[config.mk]
export PLATFORM = sky130hd
export DESIGN_NAME = contiguous_block_allocator
export DESIGN_NICKNAME = d
export VERILOG_FILES = /design/src/rtl/core/cba_pkg.sv /design/src/rtl/core/contiguous_block_allocator.sv /design/src/rtl/core/cba_ram.sv /design/src/rtl/core/cba_dp.sv /design/src/rtl/core/cba_ctrl.sv
export SDC_FILE = /design/constraint.sdc
export NUM_CORES = 1
export LEC_CHECK = 0
export ABC_AREA = 0
export ABC_CLOCK_PERIOD_IN_PS = 4050
export BUFFER_PORTS_ARGS = -buffer_cell sky130_fd_sc_hd__clkbuf_2
export CAP_MARGIN = 20
export CORE_ASPECT_RATIO = 0.9
export CORE_UTILIZATION = 62
export DETAILED_ROUTE_END_ITERATION = 8
export PLACE_DENSITY = 0.75
export SETUP_SLACK_MARGIN = 0.05
export SYNTH_ARGS = -nofsm -noshare
export SYNTH_HDL_FRONTEND = slang
export SYNTH_SLANG_ARGS = --single-unit
[constraint.sdc]
create_clock -name clk -period 4.05 [get_ports clk]
set_clock_uncertainty 0.1 [all_clocks]
set_input_delay 0.2025 -clock clk [delete_from_list [all_inputs] [get_ports clk]]
set_output_delay 0.2025 -clock clk [all_outputs]
set_load 0.02 [all_outputs]
[src/rtl/core/cba_pkg.sv]
// ----------------------------------------------------------------------------
// Contiguous block allocator package
// Shared constants, status codes and controller/datapath interface types.
// ----------------------------------------------------------------------------
`default_nettype none

package cba_pkg;

  localparam int unsigned BLOCKS_DEF  = 64;
  localparam int unsigned ID_BITS_DEF = 8;

  localparam logic [2:0] REQ_FIRST   = 3'd0;
  localparam logic [2:0] REQ_BEST    = 3'd1;
  localparam logic [2:0] REQ_WORST   = 3'd2;
  localparam logic [2:0] REQ_RELEASE = 3'd3;
  localparam logic [2:0] REQ_COMPACT = 3'd4;

  localparam logic [2:0] ST_OK      = 3'd0;
  localparam logic [2:0] ST_NOSPACE = 3'd1;
  localparam logic [2:0] ST_FRAG    = 3'd2;
  localparam logic [2:0] ST_EXISTS  = 3'd3;
  localparam logic [2:0] ST_MISSING = 3'd4;
  localparam logic [2:0] ST_COMPACT = 3'd5;
  localparam logic [2:0] ST_NOTHING = 3'd6;

  // Datapath operation selected by the controller for the running sweep.
  localparam logic [2:0] OP_IDLE  = 3'd0;
  localparam logic [2:0] OP_SCAN  = 3'd1;  // read pass: presence, holes, stats
  localparam logic [2:0] OP_FILL  = 3'd2;  // write owner over chosen hole
  localparam logic [2:0] OP_REL   = 3'd3;  // clear owner's first run
  localparam logic [2:0] OP_PACK  = 3'd4;  // move owned blocks down
  localparam logic [2:0] OP_ZERO  = 3'd5;  // clear tail after packing

  typedef struct packed {
    logic [2:0] op;
    logic       start;   // one-cycle pulse: restart the sweep counters
  } cba_cmd_t;

  typedef struct packed {
    logic done;          // current sweep finished
  } cba_sts_t;

endpackage

`default_nettype wire

[src/rtl/core/contiguous_block_allocator.sv]
// An allocation or a release runs a decision scan, then a fill or release sweep
// if it goes ahead, then a statistics scan; compaction packs and zeros the tail.
// Requests are taken one at a time, the next only once the last result is taken;
// the scan sweeps are paced by the single read port of the block map memory.
// Reset: synchronous, active low; a clearing pass over every block zeros the
// map, and requests are accepted only once it has finished.
// ----------------------------------------------------------------------------
// Contiguous block allocator
// First, best and worst fit allocation, release and compaction over a map.
// ----------------------------------------------------------------------------
`default_nettype none

module contiguous_block_allocator import cba_pkg::*; #(
  parameter int unsigned BLOCKS  = BLOCKS_DEF,
  parameter int unsigned ID_BITS = ID_BITS_DEF
) (
  input  wire logic       clk,
  input  wire logic       rst_n,
  input  wire logic       in_valid,
  output logic            in_ready,
  input  wire logic [2:0] in_req_type,
  input  wire logic [7:0] in_owner_id,
  input  wire logic [6:0] in_amount,
  output logic            out_valid,
  input  wire logic       out_ready,
  output logic [2:0]      out_status,
  output logic [6:0]      out_waste,
  output logic [6:0]      out_free_count,
  output logic [6:0]      out_largest_free,
  output logic [5:0]      out_hole_count
);

  localparam int unsigned CW_TOP = $clog2(BLOCKS + 1);

  cba_cmd_t   cmd;
  cba_sts_t   sts;
  logic [2:0] req_type;
  logic [7:0] owner_id;
  logic [6:0] amount;
  logic       id_found, fit_found, free_none, compacted, nfree_lt_amt;
  logic [6:0] waste, free_count, largest_free;
  logic [5:0] hole_count;
  logic       ctrl_ready;
  logic [CW_TOP-1:0] clr_cnt_r;
  logic       clr_done_r;

  // Mirrors the datapath's clearing pass so no request enters during it.
  always_ff @(posedge clk) begin
    if (!rst_n) begin
      clr_cnt_r  <= '0;
      clr_done_r <= 1'b0;
    end else if (!clr_done_r) begin
      clr_cnt_r <= clr_cnt_r + CW_TOP'(1);
      if (clr_cnt_r == CW_TOP'(BLOCKS - 1)) begin
        clr_done_r <= 1'b1;
      end
    end
  end

  assign in_ready = ctrl_ready && clr_done_r;

  cba_ctrl u_ctrl (
    .clk             (clk),
    .rst_n           (rst_n),
    .in_valid        (in_valid && clr_done_r),
    .in_ready        (ctrl_ready),
    .in_req_type     (in_req_type),
    .in_owner_id     (in_owner_id),
    .in_amount       (in_amount),
    .out_valid       (out_valid),
    .out_ready       (out_ready),
    .out_status      (out_status),
    .out_waste       (out_waste),
    .out_free_count  (out_free_count),
    .out_largest_free(out_largest_free),
    .out_hole_count  (out_hole_count),
    .cmd             (cmd),
    .sts             (sts),
    .req_type        (req_type),
    .owner_id        (owner_id),
    .amount          (amount),
    .id_found        (id_found),
    .fit_found       (fit_found),
    .free_none       (free_none),
    .compacted       (compacted),
    .nfree_lt_amt    (nfree_lt_amt),
    .waste           (waste),
    .free_count      (free_count),
    .largest_free    (largest_free),
    .hole_count      (hole_count)
  );

  cba_dp #(.BLOCKS(BLOCKS), .ID_BITS(ID_BITS)) u_dp (
    .clk         (clk),
    .rst_n       (rst_n),
    .cmd         (cmd),
    .sts         (sts),
    .req_type    (req_type),
    .owner_id    (owner_id),
    .amount      (amount),
    .id_found    (id_found),
    .fit_found   (fit_found),
    .free_none   (free_none),
    .compacted   (compacted),
    .waste       (waste),
    .free_count  (free_count),
    .largest_free(largest_free),
    .hole_count  (hole_count),
    .nfree_lt_amt(nfree_lt_amt)
  );

endmodule

`default_nettype wire

[src/rtl/core/cba_ram.sv]
// ----------------------------------------------------------------------------
// Generic RAM
// Single write port, single read port, registered read data.
// ----------------------------------------------------------------------------
`default_nettype none

module cba_ram #(
  parameter int unsigned WIDTH = 8,
  parameter int unsigned DEPTH = 64
) (
  input  wire logic                     clk,
  input  wire logic                     we,
  input  wire logic [$clog2(DEPTH)-1:0] waddr,
  input  wire logic [WIDTH-1:0]         wdata,
  input  wire logic [$clog2(DEPTH)-1:0] raddr,
  output logic      [WIDTH-1:0]         rdata
);

  logic [WIDTH-1:0] mem [DEPTH];

  always_ff @(posedge clk) begin
    if (we) begin
      mem[waddr] <= wdata;
    end
    rdata <= mem[raddr];
  end

endmodule

`default_nettype wire

[src/rtl/core/cba_dp.sv]
// ----------------------------------------------------------------------------
// Allocator datapath
// Block map memory, sweep counters, hole tracking and statistics.
// ----------------------------------------------------------------------------
`default_nettype none

module cba_dp import cba_pkg::*; #(
  parameter int unsigned BLOCKS  = BLOCKS_DEF,
  parameter int unsigned ID_BITS = ID_BITS_DEF
) (
  input  wire logic         clk,
  input  wire logic         rst_n,
  input  wire cba_cmd_t     cmd,
  output cba_sts_t          sts,
  input  wire logic [2:0]   req_type,
  input  wire logic [7:0]   owner_id,
  input  wire logic [6:0]   amount,
  output logic              id_found,
  output logic              fit_found,
  output logic              free_none,
  output logic              compacted,
  output logic [6:0]        waste,
  output logic [6:0]        free_count,
  output logic [6:0]        largest_free,
  output logic [5:0]        hole_count,
  output logic              nfree_lt_amt
);

  localparam int unsigned AW = $clog2(BLOCKS);
  localparam int unsigned CW = $clog2(BLOCKS + 1);
  localparam logic [CW-1:0] LAST = CW'(BLOCKS - 1);

  // Clearing pass marker: the map has no reset, so a sweep zeros it after reset.
  logic          clr_done_r;
  logic [CW-1:0] rd_cnt_r, rd_cnt_nxt;   // address issued
  logic          rv_r;                   // read data valid this cycle
  logic [AW-1:0] rv_idx_r;               // index of the data in rdata
  logic [CW-1:0] wr_ptr_r;               // write pointer (fill/pack/zero/clear)
  logic          busy_r;

  logic [ID_BITS-1:0] rdata;
  logic               we;
  logic [AW-1:0]      waddr;
  logic [ID_BITS-1:0] wdata;
  logic [ID_BITS-1:0] id;

  // Scan results
  logic [CW-1:0] run_r, nfree_r, lg_r, hl_r;
  logic [CW-1:0] hstart_r;
  logic [CW-1:0] pick_pos_r, pick_len_r;
  logic          found_r, pres_r, rel_pos_ok_r, seen_free_r, moved_r;
  logic          rel_active_r;

  assign id = ID_BITS'(owner_id);

  cba_ram #(.WIDTH(ID_BITS), .DEPTH(BLOCKS)) u_map (
    .clk  (clk),
    .we   (we),
    .waddr(waddr),
    .wdata(wdata),
    .raddr(rd_cnt_r[AW-1:0]),
    .rdata(rdata)
  );

  // Whether a closing hole of length len beats the pick of length plen (ties keep the earlier).
  function automatic logic better(input logic [2:0] m, input logic f,
                                  input logic [CW-1:0] len,
                                  input logic [CW-1:0] plen);
    logic r;
    begin
      r = !f || (m == REQ_BEST && len < plen) || (m == REQ_WORST && len > plen);
      return r;
    end
  endfunction

  logic          is_free;
  logic          last_rd;
  logic [CW-1:0] run_inc;
  logic          at_end;
  logic          first_mode;

  assign is_free   = (rdata == '0);
  assign last_rd   = rv_r && (rv_idx_r == LAST[AW-1:0]);
  assign run_inc   = run_r + CW'(1);
  assign first_mode = (req_type == REQ_FIRST);

  always_comb begin
    rd_cnt_nxt = rd_cnt_r + CW'(1);
  end

  // Write side
  always_comb begin
    we    = 1'b0;
    waddr = wr_ptr_r[AW-1:0];
    wdata = '0;
    if (!clr_done_r) begin
      we = 1'b1;
    end else if (busy_r) begin
      unique case (cmd.op)
        OP_FILL: begin
          we    = 1'b1;
          wdata = id;
        end
        OP_ZERO: we = 1'b1;
        OP_REL: begin
          we    = rv_r && rel_active_r && (rdata == id);
          waddr = rv_idx_r;
        end
        OP_PACK: begin
          we    = rv_r && !is_free;
          wdata = rdata;
        end
        default: we = 1'b0;
      endcase
    end
  end

  assign at_end = (wr_ptr_r == CW'(BLOCKS));

  always_ff @(posedge clk) begin
    if (!rst_n) begin
      clr_done_r <= 1'b0;
      wr_ptr_r   <= '0;
      busy_r     <= 1'b0;
      rv_r       <= 1'b0;
      rd_cnt_r   <= '0;
      sts.done   <= 1'b0;
    end else begin
      sts.done <= 1'b0;
      if (!clr_done_r) begin
        wr_ptr_r <= wr_ptr_r + CW'(1);
        if (wr_ptr_r == LAST) begin
          clr_done_r <= 1'b1;
        end
      end else if (cmd.start) begin
        busy_r   <= 1'b1;
        rd_cnt_r <= '0;
        rv_r     <= 1'b0;
        wr_ptr_r <= (cmd.op == OP_FILL) ? pick_pos_r :
                    (cmd.op == OP_ZERO) ? wr_ptr_r : '0;
      end else if (busy_r) begin
        unique case (cmd.op)
          OP_SCAN, OP_REL, OP_PACK: begin
            rv_r     <= (rd_cnt_r < CW'(BLOCKS));
            rv_idx_r <= rd_cnt_r[AW-1:0];
            if (rd_cnt_r < CW'(BLOCKS)) begin
              rd_cnt_r <= rd_cnt_nxt;
            end
            if (cmd.op == OP_PACK && rv_r && !is_free) begin
              wr_ptr_r <= wr_ptr_r + CW'(1);
            end
            if (last_rd) begin
              busy_r   <= 1'b0;
              sts.done <= 1'b1;
              rv_r     <= 1'b0;
            end
          end
          OP_FILL: begin
            wr_ptr_r <= wr_ptr_r + CW'(1);
            if (wr_ptr_r + CW'(1) == pick_pos_r + CW'(amount)) begin
              busy_r   <= 1'b0;
              sts.done <= 1'b1;
            end
          end
          OP_ZERO: begin
            if (at_end) begin
              busy_r   <= 1'b0;
              sts.done <= 1'b1;
            end else begin
              wr_ptr_r <= wr_ptr_r + CW'(1);
              if (wr_ptr_r == LAST) begin
                busy_r   <= 1'b0;
                sts.done <= 1'b1;
              end
            end
          end
          default: busy_r <= 1'b0;
        endcase
      end
    end
  end

  // Scan and statistics tracking over the read stream.
  always_ff @(posedge clk) begin
    if (cmd.start) begin
      run_r        <= '0;
      nfree_r      <= '0;
      lg_r         <= '0;
      hl_r         <= '0;
      found_r      <= 1'b0;
      pres_r       <= 1'b0;
      seen_free_r  <= 1'b0;
      moved_r      <= 1'b0;
      rel_active_r <= 1'b1;
      rel_pos_ok_r <= 1'b0;
      if (cmd.op == OP_SCAN) begin
        pick_pos_r <= '0;
        pick_len_r <= '0;
      end
    end else if (busy_r && rv_r && cmd.op == OP_REL) begin
      // Clear only the first consecutive run of the owner.
      if (rdata == id) begin
        rel_pos_ok_r <= 1'b1;
      end else if (rel_pos_ok_r) begin
        rel_active_r <= 1'b0;
      end
    end else if (busy_r && rv_r && cmd.op == OP_SCAN) begin
      if (rdata == id) begin
        pres_r <= 1'b1;
      end
      if (is_free) begin
        if (run_r == '0) begin
          hl_r     <= hl_r + CW'(1);
          hstart_r <= CW'(rv_idx_r);
        end
        run_r   <= run_inc;
        nfree_r <= nfree_r + CW'(1);
        if (run_inc > lg_r) begin
          lg_r <= run_inc;
        end
        seen_free_r <= 1'b1;
      end else begin
        run_r <= '0;
        if (seen_free_r) begin
          moved_r <= 1'b1;
        end
      end
      // A hole closes at an owned block or at the end of the map.
      if (is_free && last_rd) begin
        if (run_inc >= CW'(amount) && amount != '0 &&
            !(first_mode && found_r) &&
            better(req_type, found_r, run_inc, pick_len_r)) begin
          found_r    <= 1'b1;
          pick_pos_r <= (run_r == '0) ? CW'(rv_idx_r) : hstart_r;
          pick_len_r <= run_inc;
        end
      end else if (!is_free && run_r != '0) begin
        if (run_r >= CW'(amount) && amount != '0 &&
            !(first_mode && found_r) &&
            better(req_type, found_r, run_r, pick_len_r)) begin
          found_r    <= 1'b1;
          pick_pos_r <= hstart_r;
          pick_len_r <= run_r;
        end
      end
    end
  end

  function automatic logic [6:0] sat7(input logic [CW-1:0] v);
    return (v > CW'(127)) ? 7'd127 : 7'(v);
  endfunction

  assign id_found     = pres_r;
  assign fit_found    = found_r;
  assign free_none    = !seen_free_r;
  assign compacted    = !moved_r;
  assign nfree_lt_amt = nfree_r < CW'(amount);
  assign waste        = sat7(pick_len_r - CW'(amount));
  assign free_count   = sat7(nfree_r);
  assign largest_free = sat7(lg_r);
  assign hole_count   = (hl_r > CW'(63)) ? 6'd63 : 6'(hl_r);

  // The fill never runs past the end of the map.
  assert property (@(posedge clk) disable iff (!rst_n)
    (busy_r && cmd.op == OP_FILL) |-> (wr_ptr_r < CW'(BLOCKS)))
    else $error("fill pointer past end of map");

  // Packing writes never overtake the read stream.
  assert property (@(posedge clk) disable iff (!rst_n)
    (busy_r && cmd.op == OP_PACK && we) |-> (wr_ptr_r <= CW'(rv_idx_r)))
    else $error("pack write ahead of read");

  // The hole being filled always holds the request.
  assert property (@(posedge clk) disable iff (!rst_n)
    (busy_r && cmd.op == OP_FILL) |-> (pick_len_r >= CW'(amount)))
    else $error("chosen hole too small");

endmodule

`default_nettype wire

[src/rtl/core/cba_ctrl.sv]
// ----------------------------------------------------------------------------
// Allocator controller
// Sequences scan, fill, release and compaction sweeps for one request.
// ----------------------------------------------------------------------------
`default_nettype none

module cba_ctrl import cba_pkg::*; (
  input  wire logic       clk,
  input  wire logic       rst_n,
  input  wire logic       in_valid,
  output logic            in_ready,
  input  wire logic [2:0] in_req_type,
  input  wire logic [7:0] in_owner_id,
  input  wire logic [6:0] in_amount,
  output logic            out_valid,
  input  wire logic       out_ready,
  output logic [2:0]      out_status,
  output logic [6:0]      out_waste,
  output logic [6:0]      out_free_count,
  output logic [6:0]      out_largest_free,
  output logic [5:0]      out_hole_count,
  output cba_cmd_t        cmd,
  input  wire cba_sts_t   sts,
  output logic [2:0]      req_type,
  output logic [7:0]      owner_id,
  output logic [6:0]      amount,
  input  wire logic       id_found,
  input  wire logic       fit_found,
  input  wire logic       free_none,
  input  wire logic       compacted,
  input  wire logic       nfree_lt_amt,
  input  wire logic [6:0] waste,
  input  wire logic [6:0] free_count,
  input  wire logic [6:0] largest_free,
  input  wire logic [5:0] hole_count
);

  localparam logic [2:0] S_IDLE  = 3'd0;
  localparam logic [2:0] S_SCAN  = 3'd1;  // decision scan
  localparam logic [2:0] S_WORK  = 3'd2;  // fill, release or pack
  localparam logic [2:0] S_ZERO  = 3'd3;
  localparam logic [2:0] S_STAT  = 3'd4;  // final statistics scan
  localparam logic [2:0] S_OUT   = 3'd5;

  logic [2:0] state_r, state_nxt;
  logic [2:0] op_r, op_nxt;
  logic       start_r, start_nxt;
  logic [2:0] status_r, status_nxt;
  logic [6:0] waste_r, waste_nxt;
  logic       outv_r, outv_nxt;
  logic [2:0] req_r;
  logic [7:0] id_r;
  logic [6:0] amt_r;
  logic       is_alloc;

  assign req_type = req_r;
  assign owner_id = id_r;
  assign amount   = amt_r;
  assign is_alloc = (req_r == REQ_FIRST) || (req_r == REQ_BEST) || (req_r == REQ_WORST);
  assign cmd       = {op_r, start_r};
  assign in_ready  = (state_r == S_IDLE) && !outv_r;
  assign out_valid = outv_r;
  assign out_status = status_r;
  assign out_waste  = waste_r;

  always_comb begin
    state_nxt  = state_r;
    op_nxt     = op_r;
    start_nxt  = 1'b0;
    status_nxt = status_r;
    waste_nxt  = waste_r;
    outv_nxt   = outv_r;
    if (outv_r && out_ready) begin
      outv_nxt = 1'b0;
    end
    unique case (state_r)
      S_IDLE: begin
        if (in_valid && in_ready) begin
          state_nxt  = S_SCAN;
          op_nxt     = OP_SCAN;
          start_nxt  = 1'b1;
          status_nxt = ST_OK;
          waste_nxt  = '0;
        end
      end
      S_SCAN: begin
        if (sts.done) begin
          state_nxt = S_STAT;
          op_nxt    = OP_SCAN;
          start_nxt = 1'b1;
          priority if (is_alloc) begin
            if (id_r == '0 || id_found) begin
              status_nxt = ST_EXISTS;
            end else if (amt_r == '0) begin
              status_nxt = ST_NOSPACE;
            end else if (!fit_found) begin
              status_nxt = nfree_lt_amt ? ST_NOSPACE : ST_FRAG;
            end else begin
              waste_nxt = waste;
              state_nxt = S_WORK;
              op_nxt    = OP_FILL;
            end
          end else if (req_r == REQ_RELEASE) begin
            if (id_r == '0 || !id_found) begin
              status_nxt = ST_MISSING;
            end else begin
              state_nxt = S_WORK;
              op_nxt    = OP_REL;
            end
          end else if (req_r == REQ_COMPACT) begin
            if (free_none) begin
              status_nxt = ST_NOTHING;
            end else if (compacted) begin
              status_nxt = ST_COMPACT;
            end else begin
              state_nxt = S_WORK;
              op_nxt    = OP_PACK;
            end
          end else begin
            status_nxt = ST_OK;
          end
        end
      end
      S_WORK: begin
        if (sts.done) begin
          start_nxt = 1'b1;
          if (op_r == OP_PACK) begin
            state_nxt = S_ZERO;
            op_nxt    = OP_ZERO;
          end else begin
            state_nxt = S_STAT;
            op_nxt    = OP_SCAN;
          end
        end
      end
      S_ZERO: begin
        if (sts.done) begin
          state_nxt = S_STAT;
          op_nxt    = OP_SCAN;
          start_nxt = 1'b1;
        end
      end
      S_STAT: begin
        if (sts.done) begin
          state_nxt = S_OUT;
          op_nxt    = OP_IDLE;
        end
      end
      S_OUT: begin
        outv_nxt  = 1'b1;
        state_nxt = S_IDLE;
      end
      default: state_nxt = S_IDLE;
    endcase
  end

  always_ff @(posedge clk) begin
    if (!rst_n) begin
      state_r <= S_IDLE;
      op_r    <= OP_IDLE;
      start_r <= 1'b0;
      outv_r  <= 1'b0;
    end else begin
      state_r <= state_nxt;
      op_r    <= op_nxt;
      start_r <= start_nxt;
      outv_r  <= outv_nxt;
    end
  end

  always_ff @(posedge clk) begin
    status_r <= status_nxt;
    waste_r  <= waste_nxt;
    if (in_valid && in_ready) begin
      req_r <= in_req_type;
      id_r  <= in_owner_id;
      amt_r <= in_amount;
    end
    if (state_r == S_OUT) begin
      out_free_count   <= free_count;
      out_largest_free <= largest_free;
      out_hole_count   <= hole_count;
    end
  end

  // Only one request in flight: no acceptance while a result is pending.
  assert property (@(posedge clk) disable iff (!rst_n)
    outv_r |-> !in_ready)
    else $error("input accepted while result pending");

  // A result appears only after the statistics sweep.
  assert property (@(posedge clk) disable iff (!rst_n)
    $rose(outv_r) |-> $past(state_r) == S_OUT)
    else $error("result raised outside output state");

  // A sweep is launched on entry to the decision scan.
  assert property (@(posedge clk) disable iff (!rst_n)
    (state_r == S_IDLE && state_nxt == S_SCAN) |=> start_r)
    else $error("scan not started");

endmodule

`default_nettype wire
==> results.yml, run 1 <==
floorplanning:
  die_h_um: 203
  io_pins: 54
  placement_rows: 73
  die_w_um: 226
  initial_core_util_pct: 63.1
  design.die.area_mm2: 0.0459
  core_area_mm2: 0.0443
yosys:
  synth_seq_cells: 663
  synthTopCellsByCount: "edfxtp_1 (587), mux4_2 (168), nor2_1 (159)"
  yosysSeqAreaShare_pct: 68.6
  yosysMostFrequentCell: "edfxtp_1"
  netlist_area_mm2: 0.0279
  syn_inst: 1645
  netlist.area_leader.share_pct: 63.1
  yosysTopAreaCell: "edfxtp_1"
  synth_ff_type: "edfxtp_1"
  async_flop_share_pct: 0
  yosys-top-cells-area: "edfxtp_1 (63%), mux4_2 (14%), dfxtp_1 (5.4%), ha_1 (2.7%), nor2_1 (2.1%)"
  synth_cell_types: 65
  synth-warning-count: 0
  synth_nets: 1730
  synth_edf_count: 587
  synth.avg_cell_area_um2: 17.0
sta:
  hold_viol_final: 0
  setup_tns_ns: 0
  fin_ws_ns: 0.439
  fin_crit_ns: 3.61
  finalSetupViolations: 0
  rsz0062_at_grt: "no"
  relSlewSlack_pct: 33.1
  fmax_ghz: 0.277
  max_slew.worst_pin.slew_ns: 0.996
  slew_viol_final: 0
  finalCritPeriodShare_pct: 89.2
min_path:
  hp-class: "in2reg"
worst_setup_path:
  crit_fanout: 11
  path_class: "reg2reg"
  worstPathArrival_ns: 3.80
  endpoint_kind: "flop"
  crit_path_start_kind: "flop"
  critPathRequiredTime_ns: 4.24
detailed_routing:
  wire_per_inst_um: 25.4
  dr_wl_met2_mm: 28.9
  drc: 0
  ant_nets: 0
  dr.pass1.iters: 5
  drt-total-wl_mm: 62.1
  wl_met3_mm: 5.88
  top_layer: "met4"
  drtIter0Drc: 1815
  wl_met1_mm: 25.9
  dr_total_vias: 15400
  viasPerCell: 6.32
layout:
  areaGrowthSynthToFinish_pct: 13.5
  num_antenna_cells: 0
  num-fill-cells: 2671
  top_register: "u_dp.u_map.mem"
  design_area_mm2: 0.0317
  largest_reg_flops: 512
  regArea_mm2: 0.0192
  multi_input_area_mm2: 0.00831
  drive_gt1_share_pct: 23.7
  fin_nets: 1874
pwr:
  p_sw_mw: 2.65
  pwr-share-clk_pct: 44.1
  intPower_mw: 10.9
  leakage_nw: 11.9
  p_comb_share_pct: 1.4
  p_per_area_mw_per_mm2: 428
  netSwitchingFraction_pct: 19.5
  seqPwrFrac_pct: 54.5
  peakVddDrop_mv: 0.366
placement:
  placed_cell_area_mm2: 0.0294
  dp_slack_ns: 0.480
  dp_hpwl_mm: 39.4
  gp_congestion: 0.883
  io_buffers: 53
cts:
  cts_tree: "built"
  ctsHtreeMaxLevel: 3
  clockRootBuffer: "clkbuf_16"
  cts_buffers: 67
  clk_pin_slew_worst_paths_ns: 0.06
  clkLatencyLatePin_ns: 0.61
  cts_setup_buffers: 0
  clockBufferDepth: 3
  cts.sinks: 663
run:
  max_cap_viol_count: 0
global_routing:
  grt_pass1_wl_mm: 93.9
  antenna_found_initial: 0
  grt_use_total_pct: 28.2
  grt_pass1_vias: 15100
  gr-total-overflow: 0
  grt_start_max_net_pins: 88
outcome:
  status: "completed"
[per-stage QoR]
stage	hold slack [ns]	util, %	cells	power (mW)
finish	0.154	71.6	2441	13.6
global route	0.154	71.6	2441	13.9
CTS	0.134	71.5	2439	13.7
detailed placement	0.281	66.3	2299	7.71
global placement	0.282	66.3	2299	7.71
floorplan	0.201	-	1645	7.64
[placed cells by master (no fill, tap or decap), types with 8 or more instances in the layout]
master	instances
edfxtp_1	587
o21ai_1	12
nand2b_1	13
a21oi_1	37
clkinv_1	9
clkbuf_1	22
and2_1	8
o21ai_0	28
a21o_1	9
mux2i_1	15
xor2_1	28
o21a_1	11
buf_4	84
nand3_1	29
xnor2_1	33
nor2_4	8
nor2b_1	21
inv_1	33
nor3_1	16
nand4_1	17
ha_1	61
clkbuf_16	68
and3_1	13
clkbuf_2	53
or3_1	8
dfxtp_1	72
nand2_1	63
a22oi_1	17
mux4_2	168
or2_2	8
nor2_1	151
dlygate4sd3_1	19
[worst max-delay path: stages, from the launching register on]
cell and delay [ns]:
dfxtp_1 0.50, ha_1 0.26, and3_1 0.22, and3_1 0.24, xor2_1 0.37, ha_1 0.32, and3_1 0.18, a221oi_1 0.34
nand3_1 0.12, a31oi_1 0.18, o21ai_1 0.09, o31ai_2 0.12, buf_4 0.27
[power by group through the flow]
stage          clock network, mW  logic (mW)  registers, mW
2_1_floorplan                  0      0.0977           7.54
3_5_place_dp                   0       0.169           7.55
6_report                    5.98       0.189           7.40
4_1_cts                     6.07       0.186           7.40
3_3_place_gp                   0       0.165           7.54
5_1_grt                     6.30       0.199           7.40
[logic make-up (layout without fill, tap and decap cells)]
| group | count (synthesis) | count (layout) | share of synthesized area (%) |
|---|---|---|---|
| xor gates and xnor gates | 61 | 61 | 1.91 |
| buffers and inverters | 123 | 319 | 1.95 |
| AOI/OAI and AO/OA | 159 | 159 | 3.71 |
| muxes | 190 | 190 | 14.4 |
| DFF | 663 | 663 | 68.6 |
| adders and majority gates | 63 | 63 | 2.88 |
| and+or+nand+nor | 386 | 386 | 6.63 |
[worst paths after layout]
path | start | end | slack [ns] | cells past startpoint
worst max-delay path | u_dp.run_r[0] | u_dp.pick_pos_r[1] | 0.44 | 12
worst min-delay path | rst_n | clr_done_r | 0.15 | 2
worst max register to register | u_dp.run_r[0] | u_dp.pick_pos_r[1] | 0.44 | 12
worst min register to register | u_dp.lg_r[1] | u_ctrl.out_largest_free[1] | 0.36 | 0
[per-layer routing]
metal | vias to the layer above | track usage, %
met4 | 0 | 7.02
met5 | - | 0
met3 | 102 | 5.88
li1 | 6745 | -
met2 | 796 | 42.5
met1 | 7783 | 42.5
[final cells by class]
| cell class | instances | share of cell area, % |
|---|---|---|
| timing repair buffer | 164 | 3.95 |
| clock inverter | 26 | 0.836 |
| multi-input combinational | 859 | 26.2 |
| sequential | 663 | 60.4 |
| clock buffer | 95 | 5.84 |
| tap | 600 | 2.37 |
| inverter | 34 | 0.402 |
[repair_timing]
action	4_1_cts	5_1_grt
gates resized for setup	0	0
hold buffers	19	0
endpoints found under the hold margin	19	0
No activity file was read; power rests on OpenSTA's default activity.
==> inputs of run 2 (changes only) <==
SYNTH_HIERARCHICAL = 1   (was unset)
==> results.yml, run 2 <==
outcome:
  status: "completed"
floorplanning:
  io_pins: 54
  die_w_um: 227
  initial_core_util_pct: 63.5
  core_area_mm2: 0.0446
  die_h_um: 205
  design.die.area_mm2: 0.0465
  placement_rows: 73
worst_setup_path:
  slowest_delay_ns: 0.63
  ff2ff_path_depth: 8
  r2r_slack_ns: 0.18
  path_depth: 8
  r2r_end: "u_dp/u_map/mem[28][5]"
  cpLargestDelayFamily: "simple AND/OR/NAND/NOR gates"
  r2r-start: "u_ctrl/op_r[0]"
  endpoint_kind: "flop"
  path_class: "reg2reg"
  worstPathArrival_ns: 4.06
  crit_path_start_kind: "flop"
  crit_fanout: 10
  worst-path-buf-inv: 1
  critPathRequiredTime_ns: 4.24
  worstPathCellList: "nor2b_1 -> nand2_1 -> nor2_1 -> o21ai_0 -> or3b_2 -> or2_2 -> nor2_1 -> buf_4"
  worst_path_most_repeated_cell: "nor2_1"
  slowest_stage: "or3b_2"
global_routing:
  grt_start_max_net_pins: 65
  grt_pass1_vias: 16500
  grt_pass1_wl_mm: 99.4
  antenna_found_initial: 0
  gr-total-overflow: 0
  grt_use_total_pct: 29.3
yosys:
  yosysMostFrequentCell: "edfxtp_1"
  synthMuxAreaShare_pct: 11.6
  synth_cell_types: 87
  syn_inst: 1778
  async_flop_share_pct: 0
  synthXorXnorAreaFrac_pct: 1.86
  synthTopCellsByCount: "edfxtp_1 (587), nor2_1 (171), mux4_2 (124)"
  synth.avg_cell_area_um2: 15.9
  synth_nets: 1863
  netlist.area_leader.share_pct: 62.3
  synthAdderAreaFrac_pct: 2.84
  yosysTopAreaCell: "edfxtp_1"
  yosysSeqAreaShare_pct: 67.7
  netlist_area_mm2: 0.0283
  synth_top_family_by_area: "multiplexers"
  yosys.area_share.simple_pct: 8.20
  yosys-top-cells-area: "edfxtp_1 (62%), mux4_2 (9.9%), dfxtp_1 (5.4%), ha_1 (2.7%), nor2_1 (2.3%)"
  synth-compound-area-share_pct: 5.48
  synth-warning-count: 6
  synth_ff_type: "edfxtp_1"
  synth_edf_count: 587
  synth_seq_cells: 663
cts:
  clockRootBuffer: "clkbuf_16"
  clk_pin_slew_worst_paths_ns: 0.06
  cts.sinks: 663
  ctsHtreeMaxLevel: 3
  cts_buffers: 66
  clockBufferDepth: 3
  cts_tree: "built"
  clkLatencyLatePin_ns: 0.59
sta:
  slew_viol_final: 0
  finalSetupViolations: 0
  setup_tns_ns: 0
  rsz0062_at_grt: "no"
  hold_viol_final: 0
  max_slew.worst_pin.slew_ns: 1.02
  fin_crit_ns: 3.87
  finalCritPeriodShare_pct: 95.7
  fmax_ghz: 0.258
  relSlewSlack_pct: 31.1
min_path:
  worst_hold_startpoint: "rst_n"
  hp-class: "in2reg"
  min_path_cells: 2
  holdPathEnd: "u_ctrl/op_r[2]"
placement:
  io_buffers: 53
  dp_hpwl_mm: 42.4
  gp_congestion: 0.916
layout:
  largest_reg_flops: 512
  final_core_util_pct: 71.8
  drive_gt1_share_pct: 21.8
  final_cell_mix: "edfxtp_1 (587), nor2_1 (162), mux4_2 (124), buf_4 (96), nand2_1 (73)"
  num_antenna_cells: 0
  fin_nets: 2008
  num-fill-cells: 2762
  layout_commonest_cell: "edfxtp_1"
  areaGrowthSynthToFinish_pct: 13.2
  top_register: "u_dp/u_map/mem"
pwr:
  p_per_area_mw_per_mm2: 420
  intPower_mw: 10.9
  peakVddDrop_mv: 0.348
  p_comb_share_pct: 1.4
  p_sw_mw: 2.60
  seqPwrFrac_pct: 55.0
  leakage_nw: 10.6
  pwr-share-clk_pct: 43.6
  netSwitchingFraction_pct: 19.3
detailed_routing:
  dr.pass1.iters: 6
  ant_nets: 0
  drtIter0Drc: 1986
  viasPerCell: 6.46
  wire_per_inst_um: 25.7
  dr_total_vias: 16600
  drt-total-wl_mm: 66.2
  drc: 0
run:
  max_cap_viol_count: 0
## run 2: cell types whose count changed after synthesis, sizes merged, moves of 10 or more
cell	change
mux4	-44
o22ai	+25
mux2i	+21
buf	+19
nand3	+13
nor2	+13
xor2	-12
and2	+11
nand2	+11
xnor2	+11
clkbuf	-10
## run 2: stage by stage
stage	setup WS, ns	instance area (um^2)	power [mW]	hold slack [ns]	cells
after floorplan	0.438	28300	7.63	0.201	1778
after global placement	0.256	29700	7.70	0.282	2435
after detailed placement	0.234	29700	7.71	0.283	2435
after CTS	0.213	32000	13.5	0.126	2569
after global routing	0.0521	32000	13.8	0.187	2570
final	0.175	32000	13.5	0.159	2570
## run 2: how the worst max path moves through the flow
stage / from / to
final: u_ctrl/op_r[0] / u_dp/u_map/mem[28][5]
after global routing: u_ctrl/op_r[0] / u_dp/u_map/mem[28][5]
after CTS: u_dp/run_r[1] / u_dp/pick_len_r[1]
after detailed placement: u_dp/run_r[1] / u_dp/pick_len_r[1]
after global placement: u_dp/run_r[2] / u_dp/pick_len_r[0]
after floorplan: u_dp/run_r[0] / u_dp/pick_len_r[0]
## run 2: final cells by class
class	count	area (um^2)	area share (%)
flip-flops and latches	663	19200	59.9
well taps	600	751	2.35
multi-input cells	978	8570	26.8
inverters	39	146	0.457
clock buffers	92	1860	5.82
clock inverters	23	198	0.618
repair buffers	175	1320	4.14
## run 2: power by group through the flow
stage                     Combinational [mW]  Sequential, mW  Clock, mW
after global routing                   0.198            7.40       6.20
after floorplan                       0.0977            7.53          0
after global placement                 0.164            7.54          0
after detailed placement               0.167            7.54          0
after CTS                              0.184            7.40       5.94
final                                  0.188            7.40       5.87
## run 2: routing by layer
layer / share of wire [%] / global-route usage, %
met5: 0 / 0
met1: 41 / 41.9
met4: 3.1 / 9.73
met3: 10 / 8.10
met2: 46 / 43.8
## run 2: cells by family (layout without fill, tap and decap cells)
| logic type | count (synthesis) | in the layout |
|---|---|---|
| AND/OR/NAND/NOR | 456 | 456 |
| AO/OA/AOI/OAI | 227 | 227 |
| flip-flops | 663 | 663 |
| adder cells (fa/ha/maj) | 63 | 63 |
| multiplexers | 172 | 172 |
| buffers and inverters | 137 | 329 |
| XOR/XNOR | 60 | 60 |
## run 2: what timing repair did
item                                    in CTS  in global routing
buffers inserted                             0                  0
endpoints found under the setup margin       0                  7
hold endpoints to repair                    19                  0
gates resized for setup                      0                  3
hold buffers                                19                  0
